### config.mk
export PLATFORM = sky130hd
export DESIGN_NAME = m4cma_merge
export DESIGN_NICKNAME = d
export VERILOG_FILES = /design/src/sv/m4cma_pkg.sv /design/src/sv/m4cma_merge.sv
export SDC_FILE = /design/constraint.sdc
export NUM_CORES = 1
export LEC_CHECK = 0
export ABC_AREA = 1
export BUFFER_PORTS_ARGS = -buffer_cell sky130_fd_sc_hd__buf_2
export CAP_MARGIN = 20
export CORE_AREA = 2 2 153 155
export CTS_BUF_LIST = sky130_fd_sc_hd__clkbuf_8 sky130_fd_sc_hd__clkbuf_16
export CTS_CLUSTER_DIAMETER = 80
export DETAILED_ROUTE_END_ITERATION = 7
export DIE_AREA = 0 0 155 157
export GPL_TIMING_DRIVEN = 0
export HOLD_SLACK_MARGIN = 0.05
export PLACE_DENSITY = 0.62
export SLEW_MARGIN = 25
export SYNTH_ARGS = -nofsm -noshare
export SYNTH_HDL_FRONTEND = slang
export SYNTH_SLANG_ARGS = --single-unit
### constraint.sdc
create_clock -name clk -period 11.92 [get_ports clk]
set_clock_uncertainty 0.15 [all_clocks]
set_input_delay 1.788 -clock clk [delete_from_list [all_inputs] [get_ports clk]]
set_output_delay 1.788 -clock clk [all_outputs]
set_load 0.01 [all_outputs]
### src/sv/m4cma_pkg.sv
// ----------------------------------------------------------------------------
// m4cma_pkg
// Shared types and request codes for the 4x4 column multiply-accumulate core.
// ----------------------------------------------------------------------------
package m4cma_pkg;

  // One matrix element, signed fixed point
  typedef logic signed [31:0] word_t;

  // One matrix column, element 0 is row 0
  typedef word_t [3:0] colv_t;

  // Request codes
  localparam logic [1:0] REQ_LOAD  = 2'd0;
  localparam logic [1:0] REQ_MUL   = 2'd1;
  localparam logic [1:0] REQ_IDENT = 2'd2;

  // Last column: a multiply on it commits the product matrix
  localparam logic [1:0] LAST_COL = 2'd3;

  // Saturation rails
  localparam word_t WORD_MAX = 32'sh7FFF_FFFF;
  localparam word_t WORD_MIN = 32'sh8000_0000;

  // Second-stage control, handed from the core to the merge stage
  typedef struct packed {
    logic       valid;
    logic       is_mul;
    logic [1:0] col;
  } s1_ctl_t;

endpackage

### src/sv/m4cma_merge.sv
// ----------------------------------------------------------------------------
// m4cma_merge
// Merges the four lane results into one column, or passes the stored column
// through, and holds it in the output register.
// ----------------------------------------------------------------------------
module m4cma_merge (
  input  logic                clk,
  input  logic                rst_n,
  input  m4cma_pkg::s1_ctl_t  ctl,
  input  m4cma_pkg::colv_t    lane_res,
  input  logic [3:0]          lane_sat,
  input  m4cma_pkg::colv_t    pass,
  output logic                out_free,
  output logic                out_valid,
  input  logic                out_stall,
  output logic [1:0]          out_col,
  output m4cma_pkg::colv_t    out_res,
  output logic                out_saturated
);

  logic             out_v_r;
  logic             out_v_nxt;
  logic [1:0]       col_r;
  m4cma_pkg::colv_t res_r;
  logic             sat_r;
  logic             load;

  assign out_free = !out_v_r || !out_stall;
  assign load     = ctl.valid && out_free;

  // Output valid
  always_comb begin
    if (load) begin
      out_v_nxt = 1'b1;
    end else if (out_free) begin
      out_v_nxt = 1'b0;
    end else begin
      out_v_nxt = out_v_r;
    end
  end

  always_ff @(posedge clk) begin
    if (!rst_n) begin
      out_v_r <= 1'b0;
    end else begin
      out_v_r <= out_v_nxt;
    end
  end

  // Output payload: lane product or passed-through column
  always_ff @(posedge clk) begin
    if (load) begin
      col_r <= ctl.col;
      res_r <= ctl.is_mul ? lane_res : pass;
      sat_r <= ctl.is_mul && (|lane_sat);
    end
  end

  assign out_valid     = out_v_r;
  assign out_col       = col_r;
  assign out_res       = res_r;
  assign out_saturated = sat_r;

endmodule

==> results of run 1 <==
[placed cells by master (no fill, tap or decap), types with 2 or more instances in the layout]
cell type	n
clkbuf_16	17
clkinvlp_4	2
bufinv_16	3
buf_6	10
nor2_1	2
edfxtp_1	131
buf_16	6
clkbuf_8	2
nand2_1	385
buf_4	15
clkinv_4	5
buf_2	402
inv_1	3
[layout make-up]
class                   instances  area, um^2  share of cell area (%)
plain buffers                  28         240                    2.72
clock buffers                  19         453                    5.13
clock inverters                13         161                    1.83
inverters                       2        7.51                  0.0850
multi-input cells             390        1480                    16.8
flip-flops and latches        132        3950                    44.8
well taps                     285         357                    4.04
repair buffers                406        2180                    24.7
[power breakdown]
group | internal (mW) | leakage (nW) | switching, mW
clock network | 0.340 | 0.302 | 0.203
logic | 0.0807 | 2.96 | 0.0945
registers | 0.552 | 1.29 | 0.00773
[synth_stat cells]
cell      count  area share [%]
buf_6        10             2.0
dfxtp_1       1            0.35
inv_2         1           0.066
a21oi_1       2            0.18
buf_4        15             2.0
a21boi_0      1            0.13
nand2_1     385              25
edfxtp_1    131              69
nor2_1        2            0.13
inv_1         1           0.066
buf_2         3            0.26
[sequential cells by signal, indices dropped and copies added (netlist names)]
name,cells
out_res,128
out_col,2
out_saturated,1
out_valid,1
[worst min-delay path by stage]
stage | start | end | slack, ns | cells past startpoint
3_5_place_dp | out_valid | out_valid | 0.39 | 2
6_report | out_valid | out_valid | 0.40 | 2
3_3_place_gp | out_valid | out_valid | 0.35 | 2
2_1_floorplan | out_valid | out_valid | 0.44 | 2
5_1_grt | out_valid | out_valid | 0.46 | 2
4_1_cts | out_valid | out_valid | 0.40 | 2
[worst register-to-register path: cells and delay by family (launching register included)]
family / cells / cell delay, ns
AOI/OAI and AO/OA: 1 / 0.33
buffers and inverters: 4 / 0.76
DFF: 1 / 0.35
[metal layers]
metal	GRT usage (%)	up-vias	part of all wire, %
li1	-	2632	-
met1	16.3	2288	40
met2	26.9	249	51
met3	4.24	18	7.4
met4	5.20	0	1.6
met5	0	-	0
[stage by stage]
step	util (%)	setup slack (ns)	hold slack, ns	cells	TNS, ns
finish	39.2	7.86	0.404	1275	0
global route	39.2	7.82	0.461	1275	0
CTS	39.2	7.86	0.405	1275	0
detailed placement	36.5	7.86	0.394	1243	0
global placement	35.7	-0.143	0.350	1236	-16.93
floorplan	-	2.97	0.439	552	0
[logic make-up after synthesis]
group,after synthesis,share of synthesized area (%)
flip-flops,132,69.7
AND/OR/NAND/NOR,387,25.6
AO/OA/AOI/OAI,3,0.309
buffers and inverters,30,4.37
==> results.md, run 1 <==
* Initial core utilization at 25.2%
* Worst path depth at 3
* Routed via count at roughly 5200
* Cell count after synthesis at 552
* Remaining antenna violation count at 0
* Fin crit share at around a third
* Worst-margin pin slew at 0.359 ns
* Synth warn at 0
* Largest buffer count on any clock path at 2
* DP HPWL at between 10 and 15 mm
* Critical path's slowest cell: buf_2
* Pwr Density at about 140 mW/mm^2
* CP Cell Sequence: buf_2 -> nand2_1 -> buf_2
* CP startpoint: out_stall
* Final hold vios at 0
* Worst Path Buf+Inv at 2
* Post-CTS setup buffer count at 0
* Tot GR Track Use at 14.7%
* # fillers at 2266
* Max Cap Viol at 0
* Root Driver: clkbuf_16
* DR pass1 iterations at 4
* Slew HR at approximately 76%
* Die height at approximately 160 um
* Die Wd at 155 um
* Fmax achieved at 0.246 GHz
* RSZ-0062 raised after global routing: false
* Post-Route WL at ~19 mm
* Startpoint Class: input port
* First-pass GRT wire length at between 20 and 30 mm
* RePlAce Congestion at around 0.83
* Nets at roughly 1200
* Syn_area_per_cell at 10.3 um^2
* I/O Buffers at roughly 400
* # setup viols final at 0
* Clk Latency, worst-skew pair at between 0.4 and 0.5 ns
* Final min period at between 4 and 5 ns
* WP data required at roughly 10 ns
* Initial DRC count at 208
* Diode count at 0
* FF-to-FF path depth at 5
* Ports at 400
* Mapped Area at about 0.0057 mm^2
* Clk slew on worst S/H paths at approximately 0.07 ns
* CP endpoint kind: primary output
* Cell Rows at between 50 and 60
* Core area at between 0.02 and 0.025 mm^2
* Final Max Slew Viols at 0
* Crit-path max FO at 2
* CTS resizes at 0
* Pin count of the biggest net entering global routing at 23
* Syn nets at between 800 and 900
* DR DRC count at 0
* Vias in the first global route at between 5000 and 6000
* Slowest cell delay on critical path at between 0.1 and 0.15 ns
* Clock sink count at between 100 and 150
* Outcome: complete, no violations
* CTS Buf Count at 17
* Pleak at 4.55 nW
* H-tree levels at 4
* Arrival @ worst endpoint at ~2.1 ns
* Synth-to-Final Area Change at 55.7%
* DR WL/cell at roughly 15 um
* DIE AREA at 0.0243 mm^2
* Worst vdd ir at 68.0 uV
* Min-Delay Path Class: register to register
* Setup slack, reg-to-reg at between 10 and 15 ns
* Initial antenna violation count at 0
* Hold-fix buffers, CTS at 0
* CP delay by family, top: buffers and inverters
* Fraction of layout cells with a size suffix above 1 at 47.1%
* Cell mode on critical path: buf_2
* Cell Area, Placed at between 0.008 and 0.009 mm^2
* Reg2reg start: out_valid
* Crit path capture: out_free
* Register area share after synthesis at about 70%
* Routed vias/inst at between 4 and 5
* R2R Path End: out_res[68]
* Cell area after layout at about 0.0088 mm^2
* CP Class: input port to primary output
* Total power at about 1.3 mW
* Synth cell types at 11
* Global route overflow at 0
* CTS tree: yes
* Synthesis-stage register bit count at ~130
Note: power is estimated with default switching activity, not from simulation.
==> inputs of run 2 (changes only) <==
Clock period 11.92 ns to 3.8 ns, I/O delays scaled along.
==> results.md, run 2 (synthesis gave the netlist of run 1 again) <==
* Outcome: complete, no violations
* Fmax achieved at 0.531 GHz
* Root Driver: clkbuf_16
* Remaining antenna violation count at 0 (unchanged)
* Pleak at 4.56 nW (+0.31%)
* Slew HR at 77.2% (+1.2 points)
* Hold EP: out_col[0]
* Sequential power share at 43.5% (-0.3 points)
* CTS Buf Count at 17 (unchanged)
* Initial DRC count at 238 (+14%)
* DR DRC count at 0 (unchanged)
* RePlAce Congestion at 0.823 (-1.3%)
* Fraction of layout cells with a size suffix above 1 at 47.0% (-0.10 points)
* WP data required at 3.76 ns (-6.22 ns)
* TNS Setup at 0 ns (unchanged)
* Synth-to-Final Area Change at 56.0%
* Logic pwr share at 13.7% (about the same)
* Routed vias/inst at 4.12 (+1.3%)
* Pin count of the biggest net entering global routing at 24 (+4.3%)
* Crit-path max FO at 23 (+21)
* Reg2reg start: out_valid
* Min-Delay Path Class: input port to register
* Vias in the first global route at 5038 (-3.6%)
* CP Class: register to register
* Internal power at 3.08 mW (+220%)
* Worst-margin pin slew at 0.342 ns (-0.0176 ns)
* Ports at 400 (unchanged)
* Final min period at 1.88 ns
* Post-CTS setup buffer count at 0 (unchanged)
* Placed cells at 1243 (unchanged)
* Commonest cells after routing, fill and taps aside: 402 x buf_2, 385 x nand2_1, 131 x edfxtp_1
* Initial antenna violation count at 1 (+1)
* DR WL/cell at 15.1 um (+2.5%)
* Die height at 157 um (unchanged)
* CTS tree: yes
* Clk slew on worst S/H paths at 0.07 ns (about the same)
* # setup viols final at 0 (unchanged)
* Initial core utilization at 25.2% (unchanged)
* DIE AREA at 0.0243 mm^2 (unchanged)
* Tot GR Track Use at 15.2% (+0.48 points)
* CTS resizes at 0 (unchanged)
* Largest buffer count on any clock path at 2 (unchanged)
* Final hold vios at 0 (unchanged)
* Nets at 1244 (unchanged)
* Utilization after layout at 39.3% (+0.083 points)
* Clock sink count at 132 (unchanged)
* RSZ-0062 raised after global routing: false
* DR pass1 iterations at 4 (unchanged)
* I/O Buffers at 399 (unchanged)
* Post-place setup slack at 1.55 ns (-6.31 ns)
* Clk Latency, worst-skew pair at 0.42 ns (about the same)
* Cell Rows at 55 (unchanged)
* Pwr Density at 456 mW/mm^2 (+220%)
* Die Wd at 155 um (unchanged)
* Arrival @ worst endpoint at 1.85 ns (-0.27 ns)
* Setup slack, reg-to-reg at 1.92 ns (-8.10 ns)
* Final Max Slew Viols at 0 (unchanged)
* Layout Cells excl Fill at 1276 (+0.078%)
* FF-to-FF path depth at 5 (unchanged)
* Max FFs per register at 128 (unchanged)
* Switch share at 23.7% (-0.15 points)
* Hold Slack at 0.188 ns (-0.216 ns)
* Sw Pwr at 0.958 mW (+210%)
* Commonest non-fill, non-tap cell in the layout: buf_2
* Clk pwr share at 42.8% (+0.3 points)
* Routed via count at 5256 (+1.3%)
* Hold-fix buffers, CTS at 0 (unchanged)
* H-tree levels at 4 (unchanged)
* R2R Path End: out_res[48]
* Worst vdd ir at 291 uV (+330%)
* Global route overflow at 0 (unchanged)
* Hold path start: ctl[0]
* DP HPWL at 15.2 mm (+2.5%)
* Fin crit share at about half
* First-pass GRT wire length at 27.5 mm (+1.1%)
* Max Cap Viol at 0 (unchanged)
* Startpoint Class: register
* # fillers at 2303 (+1.6%)
* Post-Route WL at 19.3 mm (+2.6%)
* Hold depth at 1 (-1)
* Core area at 0.0225 mm^2 (unchanged)
* Min setup slack post-route at 1.92 ns (-5.95 ns)
* CP endpoint kind: register
-- run 2: changes by cell type in the layout (fill, tap and decap cells not counted) --
| cell | before | now |
|---|---|---|
| buf_16 | 6 | 7 |
| inv_1 | 3 | 4 |
| clkinvlp_4 | 2 | 1 |
| clkbuf_8 | 2 | 0 |
| bufinv_16 | 3 | 4 |
| clkinv_2 | 1 | 2 |
| diode_2 | 0 | 1 |
| buf_8 | 1 | 0 |
-- run 2: stage by stage --
stage               power (mW)  cell area (um^2)
finish                    4.04              8850
global route              4.22              8850
CTS                       4.10              8850
detailed placement        2.35              8230
global placement          2.31              8040
floorplan                 2.02              5680
-- run 2: worst max-delay path by stage --
stage,from,end,depth (start not counted)
after floorplan,ctl[3],out_col[0],2
after CTS,out_valid,out_res[68],5
after global placement,out_stall,out_res[73],2
final,out_valid,out_res[48],5
after detailed placement,out_stall,out_res[73],6
after global routing,out_valid,out_res[68],5
-- run 2: power groups by stage --
stage	registers (mW)	logic (mW)	clock network [mW]
2_1_floorplan	1.85	0.169	0
3_3_place_gp	1.79	0.522	0
3_5_place_dp	1.79	0.562	0
4_1_cts	1.76	0.563	1.78
5_1_grt	1.77	0.613	1.84
6_report	1.76	0.554	1.73
-- run 2: critical path, stage by stage (launching register included) --
cell	delay (ns)
dfxtp_1	0.35
a21oi_4	0.32
buf_16	0.21
buf_16	0.17
buf_16	0.18
buf_16	0.18
-- run 2: layout make-up --
cell class	count	area, um^2	area share [%]
buffer	28	240	2.71
multi-input combinational	390	1480	16.7
sequential	132	3950	44.7
inverter	2	7.51	0.0848
antenna	1	2.50	0.0283
timing repair buffer	406	2190	24.7
clock buffer	17	425	4.81
tap	285	357	4.03
clock inverter	15	193	2.18
-- run 2: layer usage --
metal / vias up / global-route usage (%) / share of wire [%]
met3: 29 / 4.60 / 7.3
met2: 245 / 27.0 / 51
met5: - / 0 / 0
met4: 0 / 6.22 / 2.4
li1: 2635 / - / -
met1: 2347 / 17.0 / 39
